File: src/rtl/core/plc_pkg.sv
`default_nettype none
// ---------------------------------------------------------------------------
// plc_pkg: shared types for the positional list store
// Command codes, cell update modes and the control word that is broadcast
// along the row of cells.
// ---------------------------------------------------------------------------
package plc_pkg;

    localparam int CMD_W = 3;
    localparam int BYTE_W = 8;
    localparam int CNT_W = 8;

    typedef enum logic [CMD_W-1:0] {
        CMD_INSERT    = 3'd0,
        CMD_ERASE     = 3'd1,
        CMD_GET       = 3'd2,
        CMD_SET       = 3'd3,
        CMD_ADD_HEAD  = 3'd4,
        CMD_DROP_HEAD = 3'd5
    } cmd_t;

    typedef enum logic [1:0] {
        MODE_HOLD   = 2'd0,
        MODE_INSERT = 2'd1,
        MODE_ERASE  = 2'd2,
        MODE_WRITE  = 2'd3
    } mode_t;

    // Broadcast to every cell; pos_idx is the zero-based target position.
    typedef struct packed {
        mode_t              mode;
        logic [CNT_W-1:0]   pos_idx;
        logic [BYTE_W-1:0]  value;
    } cell_ctrl_t;

endpackage
`default_nettype wire

File: src/rtl/core/plc_cell.sv
`default_nettype none
// ---------------------------------------------------------------------------
// plc_cell: one storage cell of the list
// Holds the element at zero-based position IDX and, under the broadcast
// control word, keeps it, takes its left or right neighbor, or loads a value.
// ---------------------------------------------------------------------------
module plc_cell #(
    parameter int IDX = 0
) (
    input  wire logic                        clk,
    input  wire plc_pkg::cell_ctrl_t         ctrl,
    input  wire logic [plc_pkg::BYTE_W-1:0]  left_data,
    input  wire logic [plc_pkg::BYTE_W-1:0]  right_data,
    output logic      [plc_pkg::BYTE_W-1:0]  data
);

    localparam logic [plc_pkg::CNT_W-1:0] MY_IDX = plc_pkg::CNT_W'(IDX);

    logic [plc_pkg::BYTE_W-1:0] data_reg;
    logic [plc_pkg::BYTE_W-1:0] data_next;

    always_comb
    begin
        data_next = data_reg;
        case (ctrl.mode)
            plc_pkg::MODE_INSERT:
            begin
                // Cells behind the target move back by one.
                if (MY_IDX > ctrl.pos_idx)
                begin
                    data_next = left_data;
                end
                else if (MY_IDX == ctrl.pos_idx)
                begin
                    data_next = ctrl.value;
                end
            end
            plc_pkg::MODE_ERASE:
            begin
                if (MY_IDX >= ctrl.pos_idx)
                begin
                    data_next = right_data;
                end
            end
            plc_pkg::MODE_WRITE:
            begin
                if (MY_IDX == ctrl.pos_idx)
                begin
                    data_next = ctrl.value;
                end
            end
            default:
            begin
                data_next = data_reg;
            end
        endcase
    end

    always_ff @(posedge clk)
    begin
        data_reg <= data_next;
    end

    assign data = data_reg;

endmodule
`default_nettype wire

File: src/rtl/core/positional_list_store_core.sv
`default_nettype none
// ---------------------------------------------------------------------------
// positional_list_store_core: ordered byte list with positional access
// A row of DEPTH cells holds the list; insert and erase shift every cell
// behind the target together.
// ---------------------------------------------------------------------------
//  Channel   Handshake            Payload
//  command   start / busy         cmd, position, value
//  result    done (one cycle)     ok, read_value, count
//
// A command is taken at any edge where start is high; busy never rises, so
// one item can be issued every cycle. Its result is on the result ports
// during the following cycle with done high, and count reports the element
// count after that item. Reset empties the list; cell contents are not
// cleared. The receiver cannot stall, so nothing is buffered on the output.
// ---------------------------------------------------------------------------
module positional_list_store_core #(
    parameter int DEPTH = 32
) (
    input  wire logic                        clk,
    input  wire logic                        rst_n,
    input  wire logic                        start,
    output logic                             busy,
    input  wire logic [plc_pkg::CMD_W-1:0]   cmd,
    input  wire logic [7:0]                  position,
    input  wire logic [plc_pkg::BYTE_W-1:0]  value,
    output logic                             done,
    output logic                             ok,
    output logic      [plc_pkg::BYTE_W-1:0]  read_value,
    output logic      [plc_pkg::CNT_W-1:0]   count
);

    localparam int IW = (DEPTH > 1) ? $clog2(DEPTH) : 1;
    localparam logic [plc_pkg::CNT_W-1:0] DEPTH_C = plc_pkg::CNT_W'(DEPTH);

    logic [plc_pkg::CNT_W-1:0]  count_reg;
    logic [plc_pkg::CNT_W-1:0]  count_next;
    logic                       done_reg;
    logic                       ok_reg;
    logic                       ok_next;
    logic [plc_pkg::BYTE_W-1:0] rd_reg;
    logic [plc_pkg::BYTE_W-1:0] rd_next;

    plc_pkg::cell_ctrl_t        ctrl;
    logic [plc_pkg::BYTE_W-1:0] cell_data [DEPTH];

    logic                       pos_nz;
    logic                       pos_in_list;
    logic                       pos_in_gap;
    logic                       not_full;
    logic [plc_pkg::CNT_W-1:0]  pos_idx;
    logic [IW-1:0]              rd_idx;

    assign pos_nz      = (position != 8'd0);
    assign pos_in_list = pos_nz && (position <= count_reg);
    assign pos_in_gap  = pos_nz && ({1'b0, position} <= ({1'b0, count_reg} + 9'd1));
    assign not_full    = (count_reg < DEPTH_C);
    assign pos_idx     = position - 8'd1;
    assign rd_idx      = pos_idx[IW-1:0];

    // Command decode: validity, the broadcast cell control and the new count.
    always_comb
    begin
        ctrl.mode    = plc_pkg::MODE_HOLD;
        ctrl.pos_idx = pos_idx;
        ctrl.value   = value;
        ok_next      = 1'b0;
        rd_next      = '0;
        count_next   = count_reg;
        if (start)
        begin
            case (plc_pkg::cmd_t'(cmd))
                plc_pkg::CMD_INSERT:
                begin
                    if (not_full && pos_in_gap)
                    begin
                        ok_next    = 1'b1;
                        ctrl.mode  = plc_pkg::MODE_INSERT;
                        count_next = count_reg + 8'd1;
                    end
                end
                plc_pkg::CMD_ERASE:
                begin
                    if (pos_in_list)
                    begin
                        ok_next    = 1'b1;
                        ctrl.mode  = plc_pkg::MODE_ERASE;
                        count_next = count_reg - 8'd1;
                    end
                end
                plc_pkg::CMD_GET:
                begin
                    if (pos_in_list)
                    begin
                        ok_next = 1'b1;
                        rd_next = cell_data[rd_idx];
                    end
                end
                plc_pkg::CMD_SET:
                begin
                    if (pos_in_list)
                    begin
                        ok_next   = 1'b1;
                        ctrl.mode = plc_pkg::MODE_WRITE;
                    end
                end
                plc_pkg::CMD_ADD_HEAD:
                begin
                    ctrl.pos_idx = '0;
                    if (not_full)
                    begin
                        ok_next    = 1'b1;
                        ctrl.mode  = plc_pkg::MODE_INSERT;
                        count_next = count_reg + 8'd1;
                    end
                end
                plc_pkg::CMD_DROP_HEAD:
                begin
                    ctrl.pos_idx = '0;
                    if (count_reg != 8'd0)
                    begin
                        ok_next    = 1'b1;
                        ctrl.mode  = plc_pkg::MODE_ERASE;
                        count_next = count_reg - 8'd1;
                    end
                end
                default:
                begin
                    ok_next = 1'b0;
                end
            endcase
        end
    end

    genvar k;
    generate
        for (k = 0; k < DEPTH; k++)
        begin : g_cell
            logic [plc_pkg::BYTE_W-1:0] left_d;
            logic [plc_pkg::BYTE_W-1:0] right_d;

            // The ends of the row see zero; the last cell loads it on an erase.
            if (k == 0)
            begin : g_first
                assign left_d = '0;
            end
            else
            begin : g_left
                assign left_d = cell_data[k-1];
            end

            if (k == DEPTH - 1)
            begin : g_last
                assign right_d = '0;
            end
            else
            begin : g_right
                assign right_d = cell_data[k+1];
            end

            plc_cell #(
                .IDX (k)
            ) u_cell (
                .clk        (clk),
                .ctrl       (ctrl),
                .left_data  (left_d),
                .right_data (right_d),
                .data       (cell_data[k])
            );
        end
    endgenerate

    always_ff @(posedge clk or negedge rst_n)
    begin
        if (!rst_n)
        begin
            count_reg <= '0;
            done_reg  <= 1'b0;
        end
        else
        begin
            count_reg <= count_next;
            done_reg  <= start;
        end
    end

    always_ff @(posedge clk)
    begin
        ok_reg <= ok_next;
        rd_reg <= rd_next;
    end

    assign busy       = 1'b0;
    assign done       = done_reg;
    assign ok         = ok_reg;
    assign read_value = rd_reg;
    assign count      = count_reg;

    a_count_bound: assert property (@(posedge clk) disable iff (!rst_n)
        done |-> (count_reg <= DEPTH_C))
        else $error("element count exceeds list depth");

    a_reject_keeps_count: assert property (@(posedge clk) disable iff (!rst_n)
        (start && !ok_next) |=> (count_reg == $past(count_reg)))
        else $error("rejected item changed the element count");

    a_read_needs_ok: assert property (@(posedge clk) disable iff (!rst_n)
        (done && (read_value != '0)) |-> ok)
        else $error("nonzero read value on a failed item");

    a_item_gives_result: assert property (@(posedge clk) disable iff (!rst_n)
        start |=> done)
        else $error("accepted item produced no result");

endmodule
`default_nettype wire

File: config.mk
export PLATFORM = sky130hd
export DESIGN_NAME = positional_list_store_core
export DESIGN_NICKNAME = d
export VERILOG_FILES = /design/src/rtl/core/plc_pkg.sv /design/src/rtl/core/plc_cell.sv /design/src/rtl/core/positional_list_store_core.sv
export SDC_FILE = /design/constraint.sdc
export NUM_CORES = 1
export LEC_CHECK = 0
export ABC_AREA = 0
export BUFFER_PORTS_ARGS = -buffer_cell sky130_fd_sc_hd__buf_2
export CAP_MARGIN = 20
export CORE_MARGIN = 3
export CORE_UTILIZATION = 35
export CTS_BUF_LIST = sky130_fd_sc_hd__clkbuf_2
export DETAILED_ROUTE_END_ITERATION = 6
export SLEW_MARGIN = 20
export SYNTH_ARGS = -nofsm -noshare
export SYNTH_HDL_FRONTEND = slang
export SYNTH_SLANG_ARGS = --single-unit
File: constraint.sdc
create_clock -name clk -period 4.5 [get_ports clk]
set_clock_uncertainty 0.2 [all_clocks]
set_input_delay 0.9 -clock clk [delete_from_list [all_inputs] [get_ports clk]]
set_output_delay 0.9 -clock clk [all_outputs]
set_load 0.01 [all_outputs]
======== Word level (Yosys, flattened, before mapping) ========
Index checks and enable logic that the tools add are counted.
storage, ports and cells
  bits in registers ....................... 274
  bits of input ports ..................... 22
  output and inout bits ................... 19
operators by class
  $add $sub $neg .......................... 4
  $lt $le $gt $ge ......................... 68
  equal/unequal tests ..................... 75
  muxes and demuxes ....................... 149
  bitwise operators ....................... 1
  reductions and logical operators ........ 45
operator list
  kind                 count
  $mux 8               103
  $pmux 8 s3           32
  $eq 5x8->1 const A   16
  $ge 5x8->1 const A   16
  $gt 5x8->1 const A   16
  $eq 4x8->1 const A   8
  $ge 4x8->1 const A   8
  $gt 4x8->1 const A   8
  $ne 2x1->1 const B   32
  $reduce_and 2->1     32
  $bmux 8 s5           1
  $eq 3x8->1 const A   4
  $ge 3x8->1 const A   4
  $gt 3x8->1 const A   4
  $pmux 8 s4           1
  $eq 2x8->1 const A   2
  $ge 1x8->1 const A   2
  $ge 2x8->1 const A   2
  $gt 1x8->1 const A   2
  $gt 2x8->1 const A   2
  $reduce_bool 8->1    2
  $sub 8x1->8 const B  2
  $mux 10              1
  $pmux 2 s5           1
  26 further kinds     41

======== Logic depth before layout (Yosys ltp) ========
  word-level depth ........................ 11
  gate-level depth with buffers ........... 14
  gate-level depth less buffers ........... 12

======== Modules after synthesis ========
From an unflattened synthesis, not the netlist that was laid out.
unflattened totals
  cells, all modules ...................... 1,875
  area, all modules ....................... 21,280.4 µm²
modules (own cells, without submodules)
  module                            times used  cells each  area each (µm²)  sequential area each (µm²)
  positional_list_store_core        1           385         3,834.9          405.4
  plc_cell (g_cell[12].u_cell ...)  2           44          519.2            240.2
  plc_cell (g_cell[15].u_cell)      1           75          696.9            240.2
  plc_cell (g_cell[10].u_cell)      1           45          588.1            240.2
  plc_cell (g_cell[5].u_cell)       1           43          578.1            240.2
  plc_cell (g_cell[26].u_cell)      1           52          568.0            240.2
  plc_cell (g_cell[17].u_cell)      1           44          565.5            240.2
  plc_cell (g_cell[19].u_cell)      1           53          564.3            240.2
  plc_cell (g_cell[27].u_cell)      1           44          561.8            240.2
  plc_cell (g_cell[1].u_cell)       1           50          556.8            240.2
  plc_cell (g_cell[29].u_cell)      1           45          555.5            240.2
  plc_cell (g_cell[22].u_cell)      1           54          553.0            240.2
  plc_cell (g_cell[8].u_cell)       1           42          551.8            240.2
  plc_cell (g_cell[23].u_cell)      1           43          550.5            240.2
  18 more rows                      -           -           -                -

======== Worst setup path after synthesis ========
Ideal clock, no wire load.
  path type ............................... input to register
  start point ............................. input position[0]
  end point ............................... register g_cell[18].u_cell.data_reg (netlist bit g_cell[18].u_cell.data[0]), enable pin
  arrival time ............................ 3,622 ps
  slack ................................... 303 ps
  stages .................................. 11
  buffers on the path ..................... 3
  path through ............................ clkbuf_1 -> inv_1 -> ha_1 -> buf_2 -> nor3b_4 -> xnor2_1 -> clkbuf_1 -> nor2_1 -> o21ai_1 -> nand2_1 -> a21oi_1
on the way
  word-level cells in the longest chain between the ends .. 9
  elaborated cells between the ends (all ways) .. 20
  those cells by class .................... 1 x add/sub; 3 x order compare; 4 x eq/ne; 6 x mux; 6 x reduce/logical
RTL lines
  item                                                RTL line                                                            text
  from (decl)                                         positional_list_store_core.sv:25                                    input wire logic [7:0] position,
  $le 8x9->1 or $reduce_bool 8->1 (tied branches)     positional_list_store_core.sv:56, positional_list_store_core.sv:54
  $logic_and 1x1->1                                   positional_list_store_core.sv:56                                    assign pos_in_gap = pos_nz && ({1'b0, position} <= ({1'b0, count_reg} + 9'd1));
  $logic_and 1x1->1                                   positional_list_store_core.sv:75                                    if (not_full && pos_in_gap)
  $mux 1                                              positional_list_store_core.sv:75
  $pmux 2 s5                                          positional_list_store_core.sv:72                                    case (plc_pkg::cmd_t'(cmd))
  $mux 10 (*)                                         positional_list_store_core.sv:70                                    if (start)
  branches (longest 2 deep; another with $ge 5x8->1)  -
  $reduce_and 2->1 (no source line) (*)               -
  to (signal assigned)                                plc_cell.sv:61                                                      data_reg <= data_next;
  to (decl)                                           plc_cell.sv:19                                                      logic [plc_pkg::BYTE_W-1:0] data_reg;
Every way passes the cells marked *.
A chain may end at the register's enable or synchronous reset.

======== Worst setup path in the final report ========
  start point ............................. register count_reg (netlist bit count[0])
  end point ............................... register g_cell[28].u_cell.data_reg (netlist bit g_cell[28].u_cell.data[1]), enable pin
on the way
  word-level cells in the longest chain between the ends .. 10
  elaborated cells between the ends (all ways) .. 21
  those cells by class .................... 1 x add/sub; 3 x order compare; 4 x eq/ne; 7 x mux; 6 x reduce/logical
RTL lines
  item                                                              RTL line                           text
  from (decl)                                                       positional_list_store_core.sv:36   logic [plc_pkg::CNT_W-1:0] count_reg;
  from (signal assigned)                                            positional_list_store_core.sv:182  count_reg <= count_next;
  $add 8x1->9                                                       positional_list_store_core.sv:56
  $le 8x9->1                                                        positional_list_store_core.sv:56
  $logic_and 1x1->1                                                 positional_list_store_core.sv:56
  $logic_and 1x1->1                                                 positional_list_store_core.sv:75
  $mux 1                                                            positional_list_store_core.sv:75
  $pmux 2 s5 (*)                                                    positional_list_store_core.sv:72
  $mux 10 (*)                                                       positional_list_store_core.sv:70
  $eq 2x2->1 or $eq 2x1->1 (tied branches)                          plc_cell.sv:25                     case (ctrl.mode)
  $ne 2x1->1 (no source line) or $reduce_bool 3->1 (tied branches)  -
  $reduce_and 2->1 (no source line) (*)                             -
  to (signal assigned)                                              plc_cell.sv:61
  to (decl)                                                         plc_cell.sv:19
Every way passes the cells marked *; elsewhere a longest branch is shown, timed or not.

==> results.sh <==
export IMPL_outcome="complete, no violations"
export IMPL_holdWs_ps=194
export IMPL_cellPowerDensity_mw_per_mm2=330
export IMPL_critPathLaunch="count[0]$_DFFE_PN0P_"
export IMPL_worst_path_stages=13
export IMPL_largest_reg_flops=256
export IMPL_reg2reg_from="count[0]$_DFFE_PN0P_"
export IMPL_core_mm2=0.0543
export IMPL_min_period_ps=4030
export IMPL_wl_met1_um=26600
export IMPL_relSlewSlack_pct=34.9
export IMPL_synth_edff_count=256
export IMPL_drive_above_1_share_pct=21.7
export IMPL_max_vdd_ir_drop_uv=139
export IMPL_crit_chain="ha_1 -> nand3_1 -> xnor2_1 -> ha_1 -> nand4_1 -> o22ai_1 -> nor4_1 -> o21ai_0 -> nand2_1 -> o21bai_2 -> buf_4 -> a31oi_1 -> buf_4"
export IMPL_grt_pass1_wl_um=98500
export IMPL_cts_max_level=3
export IMPL_path_clk_slew_ps=120
export IMPL_ff2ff_path_depth=13
export IMPL_startpoint_type="flop"
export IMPL_routed_wl_um=63400
export IMPL_synth_area_mm2=0.0194
export IMPL_cp_end_kind="flop"
export IMPL_cpPeakStageDelay_ps=600
export IMPL_rsz0062_at_grt="false"
export IMPL_cts_sink_count=274
export IMPL_wl_met3_um=5630
export IMPL_viasPerCell=6.39
export IMPL_crit_family="compound AO/OA/AOI/OAI gates"
export IMPL_ys_ff_latch=274
export IMPL_critPathKind="flop to flop"
export IMPL_clk_latency_ps=1010
export IMPL_vias=16800
export IMPL_wl_met2_um=29500
export IMPL_io_pins=41
export IMPL_setup_tns_ps=0
export IMPL_rows=85
export IMPL_cp_num_buf_inv=2
export IMPL_drc=0
export IMPL_async_flop_share_pct=3.28
export IMPL_clock_path_buffers=3
export IMPL_slowest_stage="dfrtp_1"
export IMPL_wl_per_cell_um=24.1
export IMPL_top_layer="met5"
export IMPL_r2r_end="g_cell[28].u_cell.data[1]$_DFFE_PP_"
export IMPL_area_delta_synth_final_pct=11.9
export IMPL_portBuffers=39
export IMPL_finalMaxSlewViolations=0
export IMPL_fmax_ghz=0.248
export IMPL_cts_buffers=78
export IMPL_drt_iter0_markers=1946
export IMPL_syn_area_per_cell_um2=11.2
export IMPL_syn_inst=1741
export IMPL_cp_max_fo=20
export IMPL_hold_class="input port to flop"
export IMPL_seq_power_share_pct=45.4
export IMPL_dieHeight_um=242
export IMPL_period_share_pct=89.5
export IMPL_track_usage_pct=21.0
export IMPL_finalSetupViolations=0
export IMPL_cp_data_arrival_time_ps=4540
export IMPL_drv_cap=0
export IMPL_critPathCapture="g_cell[28].u_cell.data[1]$_DFFE_PP_"
export IMPL_grt_overflow=0
export IMPL_rrSetupSlack_ps=470
export IMPL_globalplace_congestion=0.915
export IMPL_nNetsFinal=1879
export IMPL_synth_net_count=1790
export IMPL_ys_warnings_count=0
export IMPL_p_leak_uw=0.00738
export IMPL_finalHoldViolCount=0
export IMPL_dieWidth_um=242
export IMPL_route_antenna_remaining_nets=0
export IMPL_cp_required_ps=5020
export IMPL_dieArea_mm2=0.0584
export IMPL_grt_max_degree=70
export IMPL_drtPass1Iterations=6
export IMPL_root_buffer="clkbuf_2"
export IMPL_start_util_pct=35.7
export IMPL_cts_tree="built"
export IMPL_combPwrFrac_pct=27.4
export IMPL_worstMarginPinSlew_ps=977
export IMPL_ys_flop_type="edfxtp_1"
export IMPL_sw_frac_of_total_pct=35.8
export IMPL_first_global_vias=16400
export IMPL_p_sw_uw=2560
export IMPL_antenna_found_initial=5
export IMPL_p_clk_share_pct=27.2
export IMPL_power_internal_uw=4600
export IMPL_hpwl_um=45200
export IMPL_synth_cell_types=72
export IMPL_ys_seq_area_share_pct=41.7
final cells by class:
type	instances	area, um2
inverters	34	128
clock inverters	31	179
flip-flops and latches	274	8090
repair buffers	157	1160
clock buffers	112	561
diodes	2	5.00
fillers	5239	32600
multi-input cells	1285	10700
well taps	739	925
layout by cell type, fill, tap and decap left out, drive strengths merged, types with 10 or more instances in the layout:
cell type / instances
inv: 38
xnor2: 13
clkinv: 25
o22ai: 10
mux2i: 250
edfxtp: 256
a32oi: 208
o221ai: 16
o21ai: 284
nand4: 13
and3: 11
nor3: 18
nand2: 69
buf: 152
clkbuf: 112
a211o: 10
nand3: 15
a21o: 23
mux4: 80
ha: 26
nor2: 92
a21oi: 46
and2: 10
timing repair:
item                                   4_1_cts  5_1_grt
buffers inserted                             0        0
endpoints found under the hold margin       11        0
hold buffers                                 5        0
resized for setup                            0        0
routing by layer:
metal	global-route usage, %	vias to the layer above
met5	0	-
met4	8.08	4
met3	4.23	123
met2	33.2	957
met1	28.4	8368
li1	-	7384
Yosys cell counts, drive strengths merged (3+ instances only):
cell,count,area [um2]
mux2i,250,2500
or3,3,18.8
nand2b,3,18.8
and3,11,68.8
a221o,8,80.1
o31ai,3,27.5
a211o,10,87.6
buf,48,234
o211ai,3,27.5
o21ai,284,1430
a21o,23,180
nand2,69,259
nor3,18,116
xor2,5,51.3
edfxtp,256,7690
mux4,80,1800
dfrtp,9,225
inv,34,128
a32oi,208,1820
a21oi,46,234
nand3,15,75.1
a211oi,5,67.6
nand4,13,81.3
o221ai,16,140
o21a,3,22.5
mux2,8,90.1
ha,26,325
clkbuf,100,375
nor2,92,400
or2,4,25.0
nor4,8,95.1
xnor2,13,114
a31oi,7,43.8
dfxtp,9,180
nor2b,7,43.8
o22ai,10,62.6
and2,10,62.6
worst min path at each step:
stage                                        start                                  end  cells after the start
2_1_floorplan  g_cell[31].u_cell.data[0]$_DFFE_PP_  g_cell[30].u_cell.data[0]$_DFFE_PP_                      2
3_3_place_gp   g_cell[31].u_cell.data[5]$_DFFE_PP_  g_cell[30].u_cell.data[5]$_DFFE_PP_                      2
3_5_place_dp   g_cell[31].u_cell.data[2]$_DFFE_PP_  g_cell[30].u_cell.data[2]$_DFFE_PP_                      2
4_1_cts                                     cmd[0]                        ok$_SDFF_PN0_                      4
5_1_grt                                     cmd[0]             read_value[7]$_SDFF_PN0_                      3
6_report                                    cmd[0]                        ok$_SDFF_PN0_                      4
cells by family (layout without fill, tap and decap cells):
logic type | Yosys count | after routing | synth area share, %
AO/OA/AOI/OAI | 636 | 636 | 22.2
buffers and inverters | 182 | 334 | 3.79
XOR/XNOR | 18 | 18 | 0.850
flip-flops | 274 | 274 | 41.7
multiplexers | 338 | 338 | 22.6
adder cells (fa/ha/maj) | 27 | 27 | 1.78
other | 1 | 3 | 0.0193
AND/OR/NAND/NOR | 265 | 265 | 7.10
stage by stage:
stage	cells	instance area [um2]	worst slack, ps	util (%)	power (uW)
detailed placement	2484	20900	241	38.5	5220
finish	2634	21700	474	40.0	7160
global placement	2484	20900	275	38.5	5170
floorplan	1741	19400	303	-	4540
CTS	2632	21700	560	40.0	7180
global route	2633	21700	287	40.0	7550
worst min-delay path: cells and delay by family:
family / cells / cell delay (ps)
compound gates: 2 / 300
buf+inv: 1 / 140
simple gates: 1 / 40
power by group through the flow:
stage / logic, uW / registers (uW) / clock network [uW]
2_1_floorplan: 1320 / 3230 / 0
3_3_place_gp: 1880 / 3290 / 0
3_5_place_dp: 1920 / 3300 / 0
4_1_cts: 1940 / 3240 / 2000
5_1_grt: 2150 / 3270 / 2130
6_report: 1960 / 3250 / 1940
Note: power is estimated with default switching activity, not from simulation.
